[src/rtl/wpet_pkg.sv]
`timescale 1ns / 1ps

package wpet_pkg;

    // table size and per-tick result limit
    localparam int WPET_CAPACITY = 16;
    localparam int MAX_RESULTS   = 16;
    localparam int RES_CNT_W     = $clog2(MAX_RESULTS + 1);

    // field widths
    localparam int CMD_W    = 2;
    localparam int ID_W     = 16;
    localparam int SEC_W    = 31;
    localparam int NEXT_W   = 32;
    localparam int HANDLE_W = 16;

    // command codes
    typedef enum logic [CMD_W-1:0] {
        CMD_TICK   = 2'd0,
        CMD_FIRE   = 2'd1,
        CMD_SET    = 2'd2,
        CMD_DELETE = 2'd3
    } cmd_t;

    // result kinds
    typedef enum logic {
        KIND_FIRED = 1'b0,
        KIND_FULL  = 1'b1
    } kind_t;

    // one table entry as held in the memory
    typedef struct packed {
        logic [ID_W-1:0]     key;
        logic [SEC_W-1:0]    start_sec;
        logic [SEC_W-1:0]    end_sec;
        logic [SEC_W-1:0]    period_sec;
        logic [NEXT_W-1:0]   next_sec;
        logic [HANDLE_W-1:0] handle;
    } entry_t;

    // one result word without its last flag
    typedef struct packed {
        kind_t               kind;
        logic [ID_W-1:0]     id;
        logic [HANDLE_W-1:0] handle;
    } res_t;

endpackage

[src/rtl/wpet_if.sv]
`timescale 1ns / 1ps

// command word channel
interface wpet_item_if
    import wpet_pkg::*;
();
    logic                valid;
    logic                ready;
    logic [CMD_W-1:0]    cmd;
    logic [ID_W-1:0]     event_id;
    logic [SEC_W-1:0]    start_sec;
    logic [SEC_W-1:0]    end_sec;
    logic [SEC_W-1:0]    period_sec;
    logic [HANDLE_W-1:0] message_handle;
    logic [SEC_W-1:0]    now_sec;

    modport source (
        output valid, cmd, event_id, start_sec, end_sec, period_sec,
               message_handle, now_sec,
        input  ready
    );
    modport sink (
        input  valid, cmd, event_id, start_sec, end_sec, period_sec,
               message_handle, now_sec,
        output ready
    );
endinterface

// result word channel
interface wpet_result_if
    import wpet_pkg::*;
();
    logic                valid;
    logic                ready;
    logic                kind;
    logic [ID_W-1:0]     fired_id;
    logic [HANDLE_W-1:0] out_handle;
    logic                last;

    modport source (
        output valid, kind, fired_id, out_handle, last,
        input  ready
    );
    modport sink (
        input  valid, kind, fired_id, out_handle, last,
        output ready
    );
endinterface

[src/rtl/windowed_periodic_event_table.sv]
`timescale 1ns / 1ps
// fire once: the result word goes through the pending register to the output register once that is free
// tick, set, delete: scan every slot, one slot read per cycle from the entry memory while no tick stalls
// a tick then moves its final result word from the pending register to the output in the flush state
// the next command word is taken only once the sequencer is back in idle, later while a waiting
// result word blocks the output register
// reset clears the slot-used bits, the sequencer and the output valid; entry memory is not cleared

module windowed_periodic_event_table
    import wpet_pkg::*;
#(
    parameter int CAPACITY = WPET_CAPACITY
) (
    input  logic          clk,
    input  logic          rst_n,
    wpet_item_if.sink     item,
    wpet_result_if.source result
);

    localparam int IDX_W = (CAPACITY > 1) ? $clog2(CAPACITY) : 1;
    localparam int CNT_W = $clog2(CAPACITY + 1);

    typedef enum logic [1:0] {
        ST_IDLE,
        ST_SCAN,
        ST_FLUSH
    } state_t;

    // control and command registers
    state_t               state_reg, state_next;
    cmd_t                 cmd_reg, cmd_next;
    logic [ID_W-1:0]      id_reg, id_next;
    logic [SEC_W-1:0]     start_reg, start_next;
    logic [SEC_W-1:0]     end_reg, end_next;
    logic [SEC_W-1:0]     period_reg, period_next;
    logic [HANDLE_W-1:0]  handle_reg, handle_next;
    logic [SEC_W-1:0]     now_reg, now_next;

    // scan pipeline
    logic [CNT_W-1:0]     rd_idx_reg, rd_idx_next;
    logic                 ev_valid_reg, ev_valid_next;
    logic [IDX_W-1:0]     ev_idx_reg, ev_idx_next;
    logic [CAPACITY-1:0]  used_reg, used_next;
    logic [RES_CNT_W-1:0] n_reg, n_next;

    // key search results
    logic                 match_found_reg, match_found_next;
    logic [IDX_W-1:0]     match_idx_reg, match_idx_next;
    logic                 free_found_reg, free_found_next;
    logic [IDX_W-1:0]     free_idx_reg, free_idx_next;

    // pending and output result words
    logic                 pend_valid_reg, pend_valid_next;
    res_t                 pend_reg, pend_next;
    logic                 out_valid_reg, out_valid_next;
    res_t                 out_reg, out_next;
    logic                 out_last_reg, out_last_next;

    // entry memory
    entry_t               mem [0:CAPACITY-1];
    entry_t               rd_q;
    logic                 rd_en;
    logic                 mem_we;
    logic [IDX_W-1:0]     mem_waddr;
    entry_t               mem_wdata;

    logic                 out_free;
    logic                 issue_ok;
    logic                 ev_used;
    logic                 ev_active;
    logic                 ev_expired;
    logic                 ev_due;
    logic                 tick_emit;
    logic                 stall;
    logic [NEXT_W-1:0]    rearm_sec;
    logic [NEXT_W-1:0]    set_next_sec;
    entry_t               set_entry;

    assign item.ready        = (state_reg == ST_IDLE);
    assign result.valid      = out_valid_reg;
    assign result.kind       = out_reg.kind;
    assign result.fired_id   = out_reg.id;
    assign result.out_handle = out_reg.handle;
    assign result.last       = out_last_reg;

    // evaluation of the entry read last cycle
    assign out_free   = !out_valid_reg || result.ready;
    assign issue_ok   = (rd_idx_reg < CNT_W'(CAPACITY));
    assign ev_used    = used_reg[ev_idx_reg];
    assign ev_expired = (rd_q.end_sec < now_reg);
    assign ev_active  = (rd_q.start_sec <= now_reg) && (rd_q.period_sec != '0);
    assign ev_due     = (rd_q.next_sec != '0) && (rd_q.next_sec <= {1'b0, now_reg})
                        && (n_reg < RES_CNT_W'(MAX_RESULTS));
    assign tick_emit  = ev_valid_reg && (cmd_reg == CMD_TICK) && ev_used
                        && !ev_expired && ev_active && ev_due;
    assign stall      = tick_emit && pend_valid_reg && !out_free;
    assign rearm_sec  = {1'b0, now_reg} + {1'b0, rd_q.period_sec};

    // entry written by a set
    assign set_next_sec = {1'b0, now_reg} + {1'b0, period_reg};
    always_comb
    begin
        set_entry.key        = id_reg;
        set_entry.start_sec  = start_reg;
        set_entry.end_sec    = end_reg;
        set_entry.period_sec = period_reg;
        set_entry.next_sec   = set_next_sec;
        set_entry.handle     = handle_reg;
    end

    // sequencer next state
    always_comb
    begin
        state_next       = state_reg;
        cmd_next         = cmd_reg;
        id_next          = id_reg;
        start_next       = start_reg;
        end_next         = end_reg;
        period_next      = period_reg;
        handle_next      = handle_reg;
        now_next         = now_reg;
        rd_idx_next      = rd_idx_reg;
        ev_valid_next    = ev_valid_reg;
        ev_idx_next      = ev_idx_reg;
        used_next        = used_reg;
        n_next           = n_reg;
        match_found_next = match_found_reg;
        match_idx_next   = match_idx_reg;
        free_found_next  = free_found_reg;
        free_idx_next    = free_idx_reg;
        pend_valid_next  = pend_valid_reg;
        pend_next        = pend_reg;
        out_valid_next   = out_valid_reg;
        out_next         = out_reg;
        out_last_next    = out_last_reg;
        rd_en            = 1'b0;
        mem_we           = 1'b0;
        mem_waddr        = ev_idx_reg;
        mem_wdata        = rd_q;

        if (out_valid_reg && result.ready)
        begin
            out_valid_next = 1'b0;
        end

        case (state_reg)
            ST_IDLE:
            begin
                if (item.valid)
                begin
                    cmd_next         = cmd_t'(item.cmd);
                    id_next          = item.event_id;
                    start_next       = item.start_sec;
                    end_next         = item.end_sec;
                    period_next      = item.period_sec;
                    handle_next      = item.message_handle;
                    now_next         = item.now_sec;
                    rd_idx_next      = '0;
                    ev_valid_next    = 1'b0;
                    n_next           = '0;
                    match_found_next = 1'b0;
                    free_found_next  = 1'b0;
                    if (cmd_t'(item.cmd) == CMD_FIRE)
                    begin
                        pend_valid_next = 1'b1;
                        pend_next.kind  = KIND_FIRED;
                        pend_next.id    = item.event_id;
                        pend_next.handle = item.message_handle;
                        state_next      = ST_FLUSH;
                    end
                    else
                    begin
                        state_next = ST_SCAN;
                    end
                end
            end

            ST_SCAN:
            begin
                if (!stall)
                begin
                    // evaluate the slot whose entry sits in the read register
                    if (ev_valid_reg)
                    begin
                        if (cmd_reg == CMD_TICK)
                        begin
                            if (ev_used && ev_expired)
                            begin
                                used_next[ev_idx_reg] = 1'b0;
                            end
                            else if (ev_used && ev_active && (rd_q.next_sec == '0))
                            begin
                                mem_we             = 1'b1;
                                mem_wdata.next_sec = rearm_sec;
                            end
                            else if (tick_emit)
                            begin
                                mem_we             = 1'b1;
                                mem_wdata.next_sec = rearm_sec;
                                n_next             = n_reg + RES_CNT_W'(1);
                                if (pend_valid_reg)
                                begin
                                    out_valid_next = 1'b1;
                                    out_next       = pend_reg;
                                    out_last_next  = 1'b0;
                                end
                                pend_valid_next  = 1'b1;
                                pend_next.kind   = KIND_FIRED;
                                pend_next.id     = rd_q.key;
                                pend_next.handle = rd_q.handle;
                            end
                        end
                        else
                        begin
                            if (ev_used && (rd_q.key == id_reg) && !match_found_reg)
                            begin
                                match_found_next = 1'b1;
                                match_idx_next   = ev_idx_reg;
                            end
                            if (!ev_used && !free_found_reg)
                            begin
                                free_found_next = 1'b1;
                                free_idx_next   = ev_idx_reg;
                            end
                        end
                    end

                    // read the next slot
                    if (issue_ok)
                    begin
                        rd_en         = 1'b1;
                        ev_valid_next = 1'b1;
                        ev_idx_next   = rd_idx_reg[IDX_W-1:0];
                        rd_idx_next   = rd_idx_reg + CNT_W'(1);
                    end
                    else
                    begin
                        ev_valid_next = 1'b0;
                    end

                    // all slots seen: commit set or delete, or go on to flush
                    if (!ev_valid_reg && !issue_ok)
                    begin
                        case (cmd_reg)
                            CMD_SET:
                            begin
                                if (match_found_reg || free_found_reg)
                                begin
                                    mem_we    = 1'b1;
                                    mem_wdata = set_entry;
                                    mem_waddr = match_found_reg ? match_idx_reg
                                                                : free_idx_reg;
                                    used_next[mem_waddr] = 1'b1;
                                    state_next = ST_IDLE;
                                end
                                else
                                begin
                                    pend_valid_next  = 1'b1;
                                    pend_next.kind   = KIND_FULL;
                                    pend_next.id     = id_reg;
                                    pend_next.handle = handle_reg;
                                    state_next       = ST_FLUSH;
                                end
                            end
                            CMD_DELETE:
                            begin
                                if (match_found_reg)
                                begin
                                    used_next[match_idx_reg] = 1'b0;
                                end
                                state_next = ST_IDLE;
                            end
                            default:
                            begin
                                state_next = ST_FLUSH;
                            end
                        endcase
                    end
                end
            end

            ST_FLUSH:
            begin
                if (pend_valid_reg)
                begin
                    if (out_free)
                    begin
                        out_valid_next  = 1'b1;
                        out_next        = pend_reg;
                        out_last_next   = 1'b1;
                        pend_valid_next = 1'b0;
                        state_next      = ST_IDLE;
                    end
                end
                else
                begin
                    state_next = ST_IDLE;
                end
            end

            default:
            begin
                state_next = ST_IDLE;
            end
        endcase
    end

    // control registers
    always_ff @(posedge clk or negedge rst_n)
    begin
        if (!rst_n)
        begin
            state_reg       <= ST_IDLE;
            used_reg        <= '0;
            ev_valid_reg    <= 1'b0;
            pend_valid_reg  <= 1'b0;
            out_valid_reg   <= 1'b0;
            rd_idx_reg      <= '0;
            n_reg           <= '0;
            match_found_reg <= 1'b0;
            free_found_reg  <= 1'b0;
        end
        else
        begin
            state_reg       <= state_next;
            used_reg        <= used_next;
            ev_valid_reg    <= ev_valid_next;
            pend_valid_reg  <= pend_valid_next;
            out_valid_reg   <= out_valid_next;
            rd_idx_reg      <= rd_idx_next;
            n_reg           <= n_next;
            match_found_reg <= match_found_next;
            free_found_reg  <= free_found_next;
        end
    end

    // payload registers
    always_ff @(posedge clk)
    begin
        cmd_reg       <= cmd_next;
        id_reg        <= id_next;
        start_reg     <= start_next;
        end_reg       <= end_next;
        period_reg    <= period_next;
        handle_reg    <= handle_next;
        now_reg       <= now_next;
        ev_idx_reg    <= ev_idx_next;
        match_idx_reg <= match_idx_next;
        free_idx_reg  <= free_idx_next;
        pend_reg      <= pend_next;
        out_reg       <= out_next;
        out_last_reg  <= out_last_next;
    end

    // entry memory, one write and one registered read per cycle
    always_ff @(posedge clk)
    begin
        if (mem_we)
        begin
            mem[mem_waddr] <= mem_wdata;
        end
        if (rd_en)
        begin
            rd_q <= mem[rd_idx_reg[IDX_W-1:0]];
        end
    end

endmodule
[src/flat_wrapper.sv]
// flat-port wrapper written by rule: the top's interface ports become plain ports
module windowed_periodic_event_table_flat import wpet_pkg::*;
#(
    parameter int CAPACITY = WPET_CAPACITY
)
  (clk, rst_n, item_valid, item_cmd, item_event_id, item_start_sec, item_end_sec, item_period_sec, item_message_handle, item_now_sec, item_ready, result_valid, result_kind, result_fired_id, result_out_handle, result_last, result_ready);
  wpet_item_if item_i ();
  wpet_result_if result_i ();
  input  logic clk;
  input  logic rst_n;
  input wire logic [$bits(item_i.valid)-1:0] item_valid;
  input wire logic [$bits(item_i.cmd)-1:0] item_cmd;
  input wire logic [$bits(item_i.event_id)-1:0] item_event_id;
  input wire logic [$bits(item_i.start_sec)-1:0] item_start_sec;
  input wire logic [$bits(item_i.end_sec)-1:0] item_end_sec;
  input wire logic [$bits(item_i.period_sec)-1:0] item_period_sec;
  input wire logic [$bits(item_i.message_handle)-1:0] item_message_handle;
  input wire logic [$bits(item_i.now_sec)-1:0] item_now_sec;
  output wire logic [$bits(item_i.ready)-1:0] item_ready;
  output wire logic [$bits(result_i.valid)-1:0] result_valid;
  output wire logic [$bits(result_i.kind)-1:0] result_kind;
  output wire logic [$bits(result_i.fired_id)-1:0] result_fired_id;
  output wire logic [$bits(result_i.out_handle)-1:0] result_out_handle;
  output wire logic [$bits(result_i.last)-1:0] result_last;
  input wire logic [$bits(result_i.ready)-1:0] result_ready;
  assign item_i.valid = item_valid;
  assign item_i.cmd = item_cmd;
  assign item_i.event_id = item_event_id;
  assign item_i.start_sec = item_start_sec;
  assign item_i.end_sec = item_end_sec;
  assign item_i.period_sec = item_period_sec;
  assign item_i.message_handle = item_message_handle;
  assign item_i.now_sec = item_now_sec;
  assign item_ready = item_i.ready;
  assign result_valid = result_i.valid;
  assign result_kind = result_i.kind;
  assign result_fired_id = result_i.fired_id;
  assign result_out_handle = result_i.out_handle;
  assign result_last = result_i.last;
  assign result_i.ready = result_ready;
  windowed_periodic_event_table #(.CAPACITY(CAPACITY)) u_core (.clk(clk), .rst_n(rst_n), .item(item_i), .result(result_i));
endmodule
[config.mk]
export PLATFORM = sky130hd
export DESIGN_NAME = windowed_periodic_event_table_flat
export DESIGN_NICKNAME = d
export VERILOG_FILES = /design/src/rtl/wpet_pkg.sv /design/src/rtl/wpet_if.sv /design/src/rtl/windowed_periodic_event_table.sv /design/src/flat_wrapper.sv
export SDC_FILE = /design/constraint.sdc
export NUM_CORES = 2
export LEC_CHECK = 0
export BUFFER_PORTS_ARGS = -buffer_cell sky130_fd_sc_hd__buf_2
export CORE_UTILIZATION = 40
export CTS_CLUSTER_SIZE = 30
export DETAILED_ROUTE_END_ITERATION = 10
export HOLD_SLACK_MARGIN = 0.02
export PLACE_DENSITY_LB_ADDON = 0.15
export SYNTH_ARGS = -nofsm -noshare
export SYNTH_HDL_FRONTEND = slang
export SYNTH_SLANG_ARGS = --single-unit
[constraint.sdc]
create_clock -name clk -period 38.6 [get_ports clk]
set_input_delay 7.72 -clock clk [delete_from_list [all_inputs] [get_ports clk]]
set_output_delay 7.72 -clock clk [all_outputs]
set_load 0.1 [all_outputs]
* Yosys cells after proc, flatten, opt, wreduce, memory -nomap -nowiden
Memory sizes are Yosys's and may differ from the RTL's. A register that Yosys moved wholly into a read port is not among the register bits.
Cells that the tools add are included.
** Cells by class
- Add/subtract/negate cells :: 4
- Magnitude comparators :: 11
- Eq/ne operators :: 23
- Mux-type cells :: 138
- Bitwise gates (word level) :: 7
- Reductions and logical operators :: 53
** Operators with widths (count)
- $mux 157 :: 5
- $mux 33 :: 20
- $mux 32 :: 5
- $pmux 33 s2 :: 2
- $mux 16 :: 8
- $add 31x31->32 :: 2
- $mux 1 :: 61
- $mux 5 :: 9
- $and 16x16->16 :: 2
- $le 32x31->1 :: 1
- $logic_not 32->1 :: 1
- $not 16->16 :: 2
- $pmux 16 s2 :: 1
- $reduce_bool 32->1 :: 1
- $le 31x31->1 :: 1
- $lt 31x31->1 :: 1
- $reduce_bool 31->1 :: 1
- $mux 4 :: 6
- $ne 2x1->1 const B :: 11
- $logic_and 1x1->1 :: 21
- $pmux 5 s2 :: 2
- $eq 16x16->1 :: 1
- $or 16x16->16 :: 1
- $reduce_and 4->1 :: 4
- other kinds (27) :: 67
** Word-level totals
- Flip-flop bits (word level) :: 270
- Bits in writable memories :: 2512
- Logic and storage cells :: 263
- Memories :: 1
** Memory list
- u_core.mem :: depth 16, width 157, rd ports 1, clocked after memory_dff 1, write ports 1, RTL line windowed_periodic_event_table.sv:60 : entry_t mem [0:CAPACITY-1];

* Longest topological paths before layout
- Word-level depth :: 18
- Mapped depth :: 14
- Gate-level depth less buffers :: 12

* Least setup slack after synthesis
Ideal clock, no wire load.
- Path kind :: input to register
- Start :: input port result_ready
- End :: memory u_core.mem[13][0] (netlist bit), enable pin
- Setup time :: 867 ps
- Data arrival time :: 19113 ps
- Data required time :: 37733 ps
- Slack :: 18620 ps
- Stages :: 6
- Path buffers :: 1
- Path through :: nand2b_1 -> nor2_1 -> a31oi_4 -> o21ai_2 -> buf_2 -> nor3_1
** Between the ends
- Longest elaborated chain between the ends :: 7
- Elaborated cells between the ends (all ways) :: 9
- Those cells by class :: 6 x mux; 3 x reduce/logical
** Ends and longest elaborated chain
- from (decl) :: RTL line flat_wrapper.sv:25 : input wire logic [$bits(result_i.ready)-1:0] result_ready;
- $logic_or 1x1->1 * :: RTL line windowed_periodic_event_table.sv:87 : assign out_free = !out_valid_reg || result.ready;
- $logic_not 1->1 * :: RTL line windowed_periodic_event_table.sv:96 : assign stall = tick_emit && pend_valid_reg && !out_free;
- $logic_and 1x1->1 * :: RTL line windowed_periodic_event_table.sv:96
- $mux 1 :: RTL line windowed_periodic_event_table.sv:180 : if (!stall)
- $mux 1 :: RTL line windowed_periodic_event_table.sv:146 : case (state_reg)
- $mux 1 :: RTL line windowed_periodic_event_table.sv:358 : if (mem_we)
- $mux 1 (not written as such) :: RTL line windowed_periodic_event_table.sv:360 : mem[mem_waddr] <= mem_wdata;
- to (decl) :: RTL line windowed_periodic_event_table.sv:60
Mark *: on every way between the ends. The rest lies on a longest branch, timed or not.

* Worst setup path in the final report
- Start :: input port result_ready
- End :: memory u_core.mem[0][64] (netlist bit), enable pin
The elaborated chain is that of the path after synthesis.

==> impl_results.md <==
* Syn Std Cell Area at 0.119 sq mm
* R2r endpoint: u_core.mem[0][64]
* Worst-path cell chain: buf_2 -> nand2b_1 -> nor2_1 -> buf_4 -> a31oi_4 -> buf_4 -> o21ai_2 -> buf_4 -> nor3_2 -> buf_4 -> buf_4 -> buf_4
* Crit path max-delay family: buffers and inverters
* Die Area at 0.299 sq mm
* Peak Freq at 0.0877 GHz
* Post-route minimum period at 11410 ps
* Synth-to-layout area growth at 13.8%
* Bufs and invs on worst path at 7
* Worst Path Required at 39120 ps
* Startpoint types: primary input
* Via count at 65037
* Htree depth at 5
* Die Span Y at 547 um
* Commonest non-fill, non-tap cell in the layout: edfxtp_1
* Worst reg2reg path startpoint: u_core.now_reg[10]
* Yosys Warn Count at 0
* Routed WL per cell at 29.7 um
* Worst-path fanout max at 44
* Layout Skew at 62.6 ps
* Die Width at 547 um
* Pre-antenna DRT Iters at 5
* Clock root buffer master: clkbuf_16
* Flop2flop setup slack at 30960 ps
* Status: finished clean
* Class of the worst hold path: reg2reg
* Pwr/cell area at 75.3 mW/mm^2
* Post-CTS Setup Bufs at 0
* Share of flip-flops with an asynchronous set or reset at 1.12%
* GR Util All Layers at 22.2%
* Hold Path End: u_core.result.fired_id[4]
* Cells after Synth at 6834
* Synth cell types at 78
* Clock Latency Late Sink at 910 ps
* Rows at 199
* Hpwl dp at 190 mm
* I/O Buffers at 197
* DRC at 0
* Remaining global-route overflow at 0
* Hold path start: u_core.pend_reg[20]
* Hold path cells at 0
* Peak supply drop at 0.0633 mV
* Ys flop type: edfxtp_1
* First-pass GRT wire length at 480 mm
* Post-CTS sizing at 0
* CTS tree: yes
* IO Pins at 198
* CP most frequent cell: buf_4
* Share of cells above drive strength 1 at 17.7%
* Register area share after synthesis at 74.2%
* CTS Buffer Depth at 4
* Final Max Slew Viols at 0
* Total Wirelength at 337 mm
* MaxCap Viol Count at 0
* Clk sinks at 2939
* Critical path class: in2reg
* Initial DRC count at 6486
* Final Setup Violations at 0
* Clock slew at reported path FFs at 60 ps
* Final worst slack at 27190 ps
* RSZ-0062 raised after global routing: false
* Worst path max stage delay at 850 ps
* Worst slew pin tran at 1280 ps
* Synthesis-stage register bit count at 2939
* Setup_tns at 0 ps
* Final Hold Fails at 0
* Core Region at 0.295 sq mm
* Leak at 44.6 nW
* R2R depth at 16
* Largest net degree at the start of global routing at 130
* GPL Wtd Cong at 0.846
* Initial core utilization at 40.3%
* Post-synth EDFFs at 2906
* ANT nets after route at 0
* Via density per instance at 5.74
* Tcrit/Tclk final at 29.6%
* Slew headroom at 14.4%
* Initial antenna violation count at 14
* Critical-path top delay cell: buf_4
* Worst Path Arrival at 11920 ps
* Place WS at 26270 ps
* Syn Nets at 7158
* Most frequent cells in the layout: 2906 x edfxtp_1, 608 x nand2_1, 478 x mux2i_1, 447 x o21ai_0, 326 x clkbuf_16
* Number of global-route vias before repair at 65607
* Net count reported at finish at 7473
* Max reg flops at 2512
* Synthesized area per cell at 17.4 sq um
* Crit. End Element: register
* # hold bufs at CTS at 0
* Total CTS buffers at 322
cell usage after synthesis, types with 8 or more instances:
master     instances  area, sq um
nand4_1           32          200
ha_1             160         2000
clkbuf_1         254          953
a31oi_1           33          206
nand3_1           94          470
mux4_2           319         7180
o211ai_1          10         75.1
o21bai_1           8         60.1
dfrtp_1           33          826
nor2_1           109          409
xnor2_1           42          368
a22oi_1          161         1210
a211oi_1          19          143
nor2b_1           18          113
o22ai_1           14         87.6
inv_1             74          278
o221a_2            8         90.1
o21ai_0          448         2240
a22o_1            16          140
edfxtp_1        2906        87300
a21o_1            52          390
o21a_1             9         67.6
mux2_2           157         1770
and3_1            13         81.3
a2bb2oi_1         12          105
nor4_1            21          131
xor2_1            18          158
a221oi_1         162         1420
a21oi_1          266         1330
nor3_1            41          205
nand2_1          612         2300
buf_2             17         85.1
mux2i_1          478         4780
nand2b_1          13         81.3
a21boi_0          11         82.6
buf_1             72          270
stage by stage:
stage	cell area (sq um)	total power, W	hold slack (ps)	std cells	utilization, %
3_5_place_dp	125000	0.00721	438	10743	42.3
5_1_grt	135000	0.0106	461	11327	45.8
4_1_cts	135000	0.0102	434	11324	45.8
2_1_floorplan	119000	0.00620	420	6834	-
3_3_place_gp	125000	0.00718	437	10743	42.3
6_report	135000	0.0102	444	11333	45.8
worst reg2reg max path, stage by stage, from the launching register on:
cell and delay [ps]:
edfxtp_1 580, inv_1 590, ha_1 380, a21oi_1 150, o21ai_0 120, a221oi_1 640
a311o_1 730, a21boi_4 90, buf_4 230, a31oi_4 190, buf_4 260, o21ai_2 170
buf_4 300, nor3_2 270, buf_4 730, buf_4 880, buf_4 880
kinds of logic after synthesis:
kind of cell | share of synthesized area (%)
xor+xnor | 0.443
flops | 74.2
mux | 11.6
compound gates | 7.03
fa+ha+maj | 1.72
buf+inv | 1.38
simple gates | 3.60
where the power goes:
part           leakage, nW  total, W  switching [W]  internal (W)
Combinational         13.0   0.00275        0.00183      0.000923
Clock                 4.98   0.00301        0.00127       0.00174
Sequential            26.6   0.00439       0.000243       0.00415
area by class of cell:
cell class / instances / area (sq um)
Timing Repair Buffer: 339 / 2250
Clock inverter: 173 / 1800
Clock buffer: 408 / 8510
Inverter: 74 / 278
Sequential cell: 2939 / 88100
Tap cell: 3919 / 4900
Antenna cell: 8 / 20.0
Fill cell: 25317 / 160000
Multi-Input combinational cell: 3473 / 29100
routing by layer:
metal  GRT usage (%)  share of wire, %
met4            6.81               3.0
met3            2.66               5.3
met5               0            0.0080
met1            30.5                43
met2            37.1                49
worst max path at each step:
stage,start,endpoint,slack (ps),depth (start not counted)
floorplan,result_ready,u_core.mem[13][0],18620,6
global placement,result_ready,u_core.mem[0][79],26230,12
detailed placement,result_ready,u_core.mem[0][86],26270,12
CTS,result_ready,u_core.mem[0][64],27230,12
global route,result_ready,u_core.mem[0][64],27070,12
finish,result_ready,u_core.mem[0][64],27190,12
Note: power is estimated with default switching activity, not from simulation.
